<file path="src/design/hlb_pkg.sv">
package hlb_pkg;

    // Field widths of the item and result ports
    localparam int NODE_W  = 5;
    localparam int COORD_W = 17;
    localparam int OUT_W   = 20;
    localparam int ORDER_W = 2;

    // Default number of fraction bits
    localparam int FRAC_BITS_DEFAULT = 16;

    // Output saturation limits
    localparam int OUT_MAX = 524287;
    localparam int OUT_MIN = -524288;

    // Configuration port
    localparam int PADDR_W = 3;
    localparam int PDATA_W = 32;
    localparam logic CFG_IDX_ORDER = 1'b0;

    // Element order codes
    localparam logic [ORDER_W-1:0] ORDER_LINEAR = 2'd1;
    localparam logic [ORDER_W-1:0] ORDER_QUAD   = 2'd2;

    // Node counts per order
    localparam int NODES_LINEAR = 8;
    localparam int NODES_QUAD   = 27;

    // 1D node position along one axis: 0, 1 (mid) or 2
    typedef logic [1:0] axis_pos_t;

    typedef struct packed {
        axis_pos_t kx;
        axis_pos_t ky;
        axis_pos_t kz;
    } node_axes_t;

    // Per-axis control handed to each axis unit
    typedef struct packed {
        logic      quad;
        axis_pos_t k;
    } axis_ctl_t;

    // Per-axis positions of the triquadratic nodes; linear nodes use bit 1
    function automatic node_axes_t node_axis(input logic [NODE_W-1:0] node);
        node_axes_t r;
        unique case (node)
            5'd0:    r = '{2'd0, 2'd0, 2'd0};
            5'd1:    r = '{2'd2, 2'd0, 2'd0};
            5'd2:    r = '{2'd2, 2'd2, 2'd0};
            5'd3:    r = '{2'd0, 2'd2, 2'd0};
            5'd4:    r = '{2'd0, 2'd0, 2'd2};
            5'd5:    r = '{2'd2, 2'd0, 2'd2};
            5'd6:    r = '{2'd2, 2'd2, 2'd2};
            5'd7:    r = '{2'd0, 2'd2, 2'd2};
            5'd8:    r = '{2'd1, 2'd0, 2'd0};
            5'd9:    r = '{2'd2, 2'd1, 2'd0};
            5'd10:   r = '{2'd1, 2'd2, 2'd0};
            5'd11:   r = '{2'd0, 2'd1, 2'd0};
            5'd12:   r = '{2'd0, 2'd0, 2'd1};
            5'd13:   r = '{2'd2, 2'd0, 2'd1};
            5'd14:   r = '{2'd2, 2'd2, 2'd1};
            5'd15:   r = '{2'd0, 2'd2, 2'd1};
            5'd16:   r = '{2'd1, 2'd0, 2'd2};
            5'd17:   r = '{2'd2, 2'd1, 2'd2};
            5'd18:   r = '{2'd1, 2'd2, 2'd2};
            5'd19:   r = '{2'd0, 2'd1, 2'd2};
            5'd20:   r = '{2'd0, 2'd1, 2'd1};
            5'd21:   r = '{2'd2, 2'd1, 2'd1};
            5'd22:   r = '{2'd1, 2'd0, 2'd1};
            5'd23:   r = '{2'd1, 2'd2, 2'd1};
            5'd24:   r = '{2'd1, 2'd1, 2'd0};
            5'd25:   r = '{2'd1, 2'd1, 2'd2};
            5'd26:   r = '{2'd1, 2'd1, 2'd1};
            default: r = '{2'd0, 2'd0, 2'd0};
        endcase
        return r;
    endfunction

endpackage

</file>
<file path="src/design/hlb_axis.sv">
module hlb_axis #(
    parameter int FRAC_BITS = hlb_pkg::FRAC_BITS_DEFAULT
) (
    input  logic                          clk,
    input  hlb_pkg::axis_ctl_t            ctl,
    input  logic [hlb_pkg::COORD_W-1:0]   coord,
    output logic signed [FRAC_BITS+1:0]   val,
    output logic signed [FRAC_BITS+3:0]   der
);

    localparam int TW = (FRAC_BITS + 1 > hlb_pkg::COORD_W) ? FRAC_BITS + 1 : hlb_pkg::COORD_W;
    localparam int AW = TW + 2;
    localparam int MW = 2 * AW;
    localparam int PW = MW + 2;
    localparam int VW = FRAC_BITS + 2;
    localparam int DW = FRAC_BITS + 4;

    localparam logic [TW-1:0]        ONE_T  = TW'(1) << FRAC_BITS;
    localparam logic signed [AW-1:0] ONE_A  = AW'(ONE_T);
    localparam logic signed [DW-1:0] ONE_D  = DW'(1) <<< FRAC_BITS;
    localparam logic signed [VW-1:0] ONE_V  = VW'(1) <<< FRAC_BITS;
    localparam logic signed [PW-1:0] HALF_P = PW'(1) <<< (FRAC_BITS - 1);

    logic [TW-1:0]        raw_ext;
    logic [TW-1:0]        t;
    logic signed [AW-1:0] ta;
    logic signed [DW-1:0] td;
    logic signed [VW-1:0] tv;

    logic signed [AW-1:0] a_next;
    logic signed [AW-1:0] b_next;
    logic signed [DW-1:0] der_a_next;
    logic signed [VW-1:0] lin_a_next;

    logic signed [AW-1:0] a_reg;
    logic signed [AW-1:0] b_reg;
    logic                 quad_a_reg;
    logic                 sc_a_reg;
    logic signed [VW-1:0] lin_a_reg;
    logic signed [DW-1:0] der_a_reg;

    logic signed [MW-1:0] prod_reg;
    logic                 quad_b_reg;
    logic                 sc_b_reg;
    logic signed [VW-1:0] lin_b_reg;
    logic signed [DW-1:0] der_b_reg;

    logic signed [PW-1:0] p_sel;
    logic signed [PW-1:0] p_neg;
    logic signed [PW-1:0] p_sum;
    logic signed [PW-1:0] p_rnd;
    logic signed [VW-1:0] val_next;

    logic signed [VW-1:0] val_reg;
    logic signed [DW-1:0] der_reg;

    // Clamp the coordinate to one
    assign raw_ext = TW'(coord);
    assign t       = (raw_ext > ONE_T) ? ONE_T : raw_ext;
    assign ta      = $signed(AW'(t));
    assign td      = $signed(DW'(t));
    assign tv      = $signed(VW'(t));

    // Pick multiplier operands and the derivative for this node position
    always_comb
    begin
        a_next     = '0;
        b_next     = '0;
        der_a_next = '0;
        lin_a_next = ctl.k[1] ? tv : ONE_V - tv;
        if (ctl.quad)
        begin
            unique case (ctl.k)
                2'd0:
                begin
                    a_next     = ONE_A - ta;
                    b_next     = ONE_A - (ta <<< 1);
                    der_a_next = (td <<< 2) - ONE_D - (ONE_D <<< 1);
                end
                2'd1:
                begin
                    a_next     = ta;
                    b_next     = ONE_A - ta;
                    der_a_next = (ONE_D <<< 2) - (td <<< 3);
                end
                default:
                begin
                    a_next     = ta;
                    b_next     = (ta <<< 1) - ONE_A;
                    der_a_next = (td <<< 2) - ONE_D;
                end
            endcase
        end
        else
        begin
            der_a_next = ctl.k[1] ? ONE_D : -ONE_D;
        end
    end

    // Operand stage
    always_ff @(posedge clk)
    begin
        a_reg      <= a_next;
        b_reg      <= b_next;
        quad_a_reg <= ctl.quad;
        sc_a_reg   <= (ctl.k == 2'd1);
        lin_a_reg  <= lin_a_next;
        der_a_reg  <= der_a_next;
    end

    // Multiply stage
    always_ff @(posedge clk)
    begin
        prod_reg   <= a_reg * b_reg;
        quad_b_reg <= quad_a_reg;
        sc_b_reg   <= sc_a_reg;
        lin_b_reg  <= lin_a_reg;
        der_b_reg  <= der_a_reg;
    end

    // Scale the mid-node product by four, then round half away from zero
    assign p_sel    = sc_b_reg ? (PW'(prod_reg) <<< 2) : PW'(prod_reg);
    assign p_neg    = $signed(PW'(p_sel[PW-1]));
    assign p_sum    = p_sel + HALF_P - p_neg;
    assign p_rnd    = p_sum >>> FRAC_BITS;
    assign val_next = quad_b_reg ? VW'(p_rnd) : lin_b_reg;

    // Result stage
    always_ff @(posedge clk)
    begin
        val_reg <= val_next;
        der_reg <= der_b_reg;
    end

    assign val = val_reg;
    assign der = der_reg;

endmodule

</file>
<file path="config.mk">
export PLATFORM = sky130hd
export DESIGN_NAME = hlb_axis
export DESIGN_NICKNAME = d
export VERILOG_FILES = /design/src/design/hlb_pkg.sv /design/src/design/hlb_axis.sv
export SDC_FILE = /design/constraint.sdc
export NUM_CORES = 1
export LEC_CHECK = 0
export BUFFER_PORTS_ARGS = -buffer_cell sky130_fd_sc_hd__buf_4
export CORE_MARGIN = 4
export CORE_UTILIZATION = 55
export DETAILED_ROUTE_END_ITERATION = 6
export PLACE_DENSITY_LB_ADDON = 0.25
export SLEW_MARGIN = 15
export SYNTH_ARGS = -nofsm -noshare
export SYNTH_HDL_FRONTEND = slang
export SYNTH_SLANG_ARGS = --single-unit
</file>
<file path="constraint.sdc">
create_clock -name clk -period 7.5 [get_ports clk]
set_input_delay 1.875 -clock clk [delete_from_list [all_inputs] [get_ports clk]]
set_output_delay 1.875 -clock clk [all_outputs]
set_load 0.02 [all_outputs]
</file>
# Word level (Yosys, flattened, before mapping)
# Cells that the tools add are included.
dict set report totals {
  mem_bits_rw 0
  rom_bits 0
  elab_cells 38
  register_bits 192
  in_bits 21
  memories 0
  latchBits 0
}
dict set report classes {
  div 0
  n_eq_ne 1
  muxes 9
  n_reduce_logical 2
  addsub 9
  shifts 0
  n_mul 1
  n_lt_le_gt_ge 1
  bitwise 0
}
# cell count
set op_table {}
lappend op_table {{17-bit 2-to-1 mux} 3}
lappend op_table {{20-bit 2-to-1 mux} 2}
lappend op_table {{20-bit case mux with 2 select lines} 1}
lappend op_table {{19-bit case mux with 2 select lines} 1}
lappend op_table {{18-bit by 19-bit multiplier with 37-bit output} 1}
lappend op_table {{17-bit by 17-bit subtractor with 18-bit output (first input constant)} 2}
lappend op_table {{34-bit by 17-bit adder with 34-bit output (second input constant)} 1}
lappend op_table {{34-bit 2-to-1 mux} 1}
lappend op_table {{34-bit by 2-bit subtractor with 34-bit output} 1}
lappend op_table {{19-bit by 17-bit subtractor with 20-bit output (second input constant)} 1}
lappend op_table {{20-bit by 19-bit subtractor with 20-bit output (second input constant)} 1}
lappend op_table {{20-bit subtractor (first input constant)} 1}
lappend op_table {{17-bit by 18-bit subtractor with 19-bit output (first input constant)} 1}
lappend op_table {{18-bit by 17-bit subtractor with 19-bit output (second input constant)} 1}
lappend op_table {{18-bit 2-to-1 mux} 1}
lappend op_table {{17-bit greater-than comparator (second input constant)} 1}
lappend op_table {{2-bit by 1-bit == test with 1-bit output (second input constant)} 1}
lappend op_table {{2-bit logical NOT} 1}
lappend op_table {{2-bit AND reduction} 1}

# Depth between registers and ports, before layout
dict set report logic_depth {
  ltp_word 6
  depth_mapped 25
  depth_no_buf 23
}

# Least setup slack after synthesis
# Ideal clock, no wire load.
dict set report synth_timing {
  path_kind {reg-to-reg}
  start {reg a_reg[11]}
  end {reg prod_reg[31]}
  required_time_ns 7.405
  slack_ns 1.177
  arrival_ns 6.228
  stages_incl_launch_ff 24
  setup_ns 0.095
  path_cell_list {dfxtp_1 clkbuf_1 clkbuf_1 nand2_1 fa_1 inv_1 fa_1 inv_1 fa_1 inv_1 fa_1 fa_1 inv_1 fa_1 inv_1 ha_1 a21oi_1 o21ai_0 or3_1 o21ai_0 o211ai_1 a2111oi_2 nor2_1 o311ai_1}
}
dict set report synth_between {
  elab_chain_cells 1
}
# item line
set synth_lines {}
lappend synth_lines {{from (decl)} hlb_axis.sv:35} ;# logic signed [AW-1:0] a_reg;
lappend synth_lines {{from (signal assigned)} hlb_axis.sv:103} ;# a_reg <= a_next;
lappend synth_lines {{18-bit by 19-bit multiplier with 37-bit output} hlb_axis.sv:114} ;# prod_reg <= a_reg * b_reg;
lappend synth_lines {{to (signal assigned)} hlb_axis.sv:114}
lappend synth_lines {{to (decl)} hlb_axis.sv:42} ;# logic signed [MW-1:0] prod_reg;
# No other way between the ends.
# A chain may end at the register's enable or synchronous reset.

# Final worst setup path
dict set report layout_timing {
  start {reg a_reg[15]}
  end {reg prod_reg[31]}
}
# The elaborated chain is that of the path after synthesis.

==> impl_metrics.env <==
export IMPL_status="finished, final reports clean"
export IMPL_rows=70
export IMPL_clock_sinks=184
export IMPL_cts_made_buffers=17
export IMPL_post_dp_cell_area_mm2=0.0214
export IMPL_ys_seq_elements=184
export IMPL_crit_path_frequent_cell="fa_1"
export IMPL_yosysTopAreaCell="fa_1"
export IMPL_cp_slowest_cell="dfxtp_1"
export IMPL_synth_ff_type="dfxtp_1"
export IMPL_cts_setup_buffers=0
export IMPL_intPower_mw=2.72
export IMPL_crit_buf_inv=3
export IMPL_drtIter0Drc=982
export IMPL_diodes=0
export IMPL_crit_type="register to register"
export IMPL_antenna_found_initial=1
export IMPL_max_stage_delay_ps=810
export IMPL_crit_fanout=19
export IMPL_cp_endpoint="prod_reg[31]"
export IMPL_grt_max_degree=48
export IMPL_ys_warn_count=0
export IMPL_p_sw_mw=2.29
export IMPL_hold_class="register to register"
export IMPL_clockBufferDepth=2
export IMPL_vias_per_cell=5.46
export IMPL_p_seq_share_pct=25.7
export IMPL_ir_worst_vdd_uv=189
export IMPL_avgRoutedWirePerCell_um=18.3
export IMPL_synth_top_area_share_pct=33.7
export IMPL_multiInputGateArea_mm2=0.0147
export IMPL_synth_area_leaders="fa_1, dfxtp_1, inv_1"
export IMPL_largest_reg_flops=35
export IMPL_ios=59
export IMPL_vias=15200
export IMPL_fillers=3202
export IMPL_placed_cells=2749
export IMPL_worst_slew_pin_slew_ps=864
export IMPL_finalHoldViolCount=0
export IMPL_cts_resized=0
export IMPL_firstDrtPassIters=5
export IMPL_fmax_mhz=144
export IMPL_power_leakage_nw=10.8
export IMPL_drive_gt1_share_pct=6.49
export IMPL_place_congestion=0.930
export IMPL_die_height_um=201
export IMPL_grt_pass1_vias=16200
export IMPL_stdcell_area_mm2=0.0220
export IMPL_postRouteAntennaNets=0
export IMPL_dp_hpwl_mm=41.9
export IMPL_nets=2798
export IMPL_critical_path_depth=19
export IMPL_io_buffers=56
export IMPL_grt_overflow_total=0
export IMPL_final_cells=2781
export IMPL_whs_ps=319
export IMPL_p_clk_share_pct=18.6
export IMPL_critical_path_top_delay_family="adder cells"
export IMPL_r2r_end="prod_reg[31]"
export IMPL_grt_pass1_wl_mm=84.5
export IMPL_async_flop_share_pct=0
export IMPL_drv_cap=0
export IMPL_cts_hold_buf=0
export IMPL_cts_tree="yes"
export IMPL_maxSlewViolCount=0
export IMPL_synth_most_common_cell="inv_1"
export IMPL_dieArea_mm2=0.0404
export IMPL_tns_ps=0
export IMPL_cp_required_ps=7870
export IMPL_cp_start_kind="register"
export IMPL_cts_root_buf="clkbuf_16"
export IMPL_rsz0062_at_grt="no"
export IMPL_setup_viol=0
export IMPL_finalCritPeriodShare_pct=92.4
export IMPL_crit_chain="nand2_1, fa_1, fa_1, inv_1, fa_1, fa_1, fa_1, inv_1, fa_1, inv_1, ha_1, a21oi_1, o21ai_0, or3_1, o21ai_0, o211ai_1, a2111oi_2, nor2_1, o311ai_1"
export IMPL_slew_headroom_pct=42.1
export IMPL_period_needed_ps=6930
export IMPL_clkSlewWorstSetupHoldPaths_ps=80
export IMPL_synth_cell_types=72
export IMPL_synth_edf_count=0
export IMPL_htree_levels=4
export IMPL_syn_inst=2281
export IMPL_switching_share_pct=45.7
export IMPL_cp_data_arrival_time_ps=7290
export IMPL_power_density_mw_per_mm2=227
export IMPL_avgSynthCellArea_um2=8.99
export IMPL_combPwrFrac_pct=55.8
export IMPL_synthTopCellsByCount="inv_1, fa_1, nand2_1, dfxtp_1, and2_1"
export IMPL_wirelength_mm=50.9
export IMPL_yosysSeqAreaShare_pct=18.0
export IMPL_rrSetupSlack_ps=570
export IMPL_die_width_um=201
export IMPL_seq_area_mm2=0.00368
export IMPL_clk_latency_ps=460
export IMPL_r2r_cells=19
export IMPL_worstReg2RegStart="a_reg[15]"
export IMPL_coreArea_mm2=0.0367
export IMPL_critPathLaunch="a_reg[15]"
export IMPL_netlist_area_mm2=0.0205
export IMPL_remaining_drc_errors=0
export IMPL_worstSetupEndpointType="register"
export IMPL_initial_core_util_pct=55.9
export IMPL_areaGrowthSynthToFinish_pct=7.54
export IMPL_fin_worst_skew_ps=16.0
export IMPL_grt_util_all_layers_pct=26.3
[metrics by stage]
stage	worst slack, ps	util (%)	total power [mW]
final	573	60.1	5.01
after detailed placement	689	58.4	4.06
after CTS	641	60.1	5.01
after floorplan	1180	-	3.29
after global routing	143	60.1	5.44
after global placement	783	58.4	4.02
[layout by cell type, fill, tap and decap left out, types with 17 or more instances in the layout]
| cell type | netlist | routed |
|---|---|---|
| and2_1 | 167 | 167 |
| nand2_1 | 241 | 241 |
| a21o_1 | 20 | 20 |
| a21oi_1 | 91 | 91 |
| o21ai_0 | 59 | 59 |
| dfxtp_1 | 184 | 183 |
| or3_1 | 19 | 19 |
| o21a_1 | 18 | 18 |
| nand3_1 | 24 | 24 |
| ha_1 | 132 | 132 |
| a211oi_1 | 21 | 21 |
| mux2i_1 | 35 | 35 |
| buf_4 | 3 | 95 |
| nor2_1 | 111 | 111 |
| nor3_1 | 18 | 18 |
| nand2b_1 | 22 | 22 |
| inv_1 | 470 | 470 |
| xnor2_1 | 48 | 48 |
| fa_1 | 345 | 345 |
| clkbuf_16 | 0 | 17 |
[metal layers]
| metal | part of all wire (%) | GRT usage (%) | vias to the layer above |
|---|---|---|---|
| met5 | 0.026 | 0 | - |
| met4 | 4.7 | 11.3 | 2 |
| met3 | 4.4 | 3.28 | 112 |
| met2 | 49 | 44.7 | 451 |
| met1 | 42 | 34.1 | 7531 |
| li1 | - | - | 7088 |
[worst min-delay path by stage]
stage                       start             to  slack (ps)  cells past startpoint
global placement    der_b_reg[11]        der[11]         310                      0
floorplan           der_b_reg[10]        der[10]         310                      0
finish                 quad_a_reg     quad_b_reg         320                      0
detailed placement  der_a_reg[12]  der_b_reg[12]         310                      0
CTS                    quad_a_reg     quad_b_reg         320                      0
global route           quad_a_reg     quad_b_reg         330                      0
[layout make-up]
class,instances,share of cell area [%]
repair buffers,95,3.24
clock inverters,15,0.886
flip-flops and latches,184,16.7
well taps,468,2.66
clock buffers,17,1.93
multi-input cells,1532,66.6
inverters,470,8.00
[cell families (layout without fill, tap and decap cells)]
family	after synthesis	in the layout	share of synthesized area [%]
XOR/XNOR	62	62	2.65
multiplexers	42	42	2.11
buffers and inverters	566	597	10.5
adder cells (fa/ha/maj)	477	477	41.8
AO/OA/AOI/OAI	294	294	9.39
flip-flops	184	184	18.0
AND/OR/NAND/NOR	655	655	15.6
other	1	2	0.0183
[power groups by stage]
stage                     combinational (mW)  sequential (mW)  clock [mW]
after floorplan                         1.98             1.31           0
after global placement                  2.72             1.31           0
after detailed placement                2.76             1.31           0
after CTS                               2.78             1.29       0.941
after global routing                    3.14             1.31       0.987
final                                   2.79             1.29       0.932
Power figures use the tool's default switching activity.
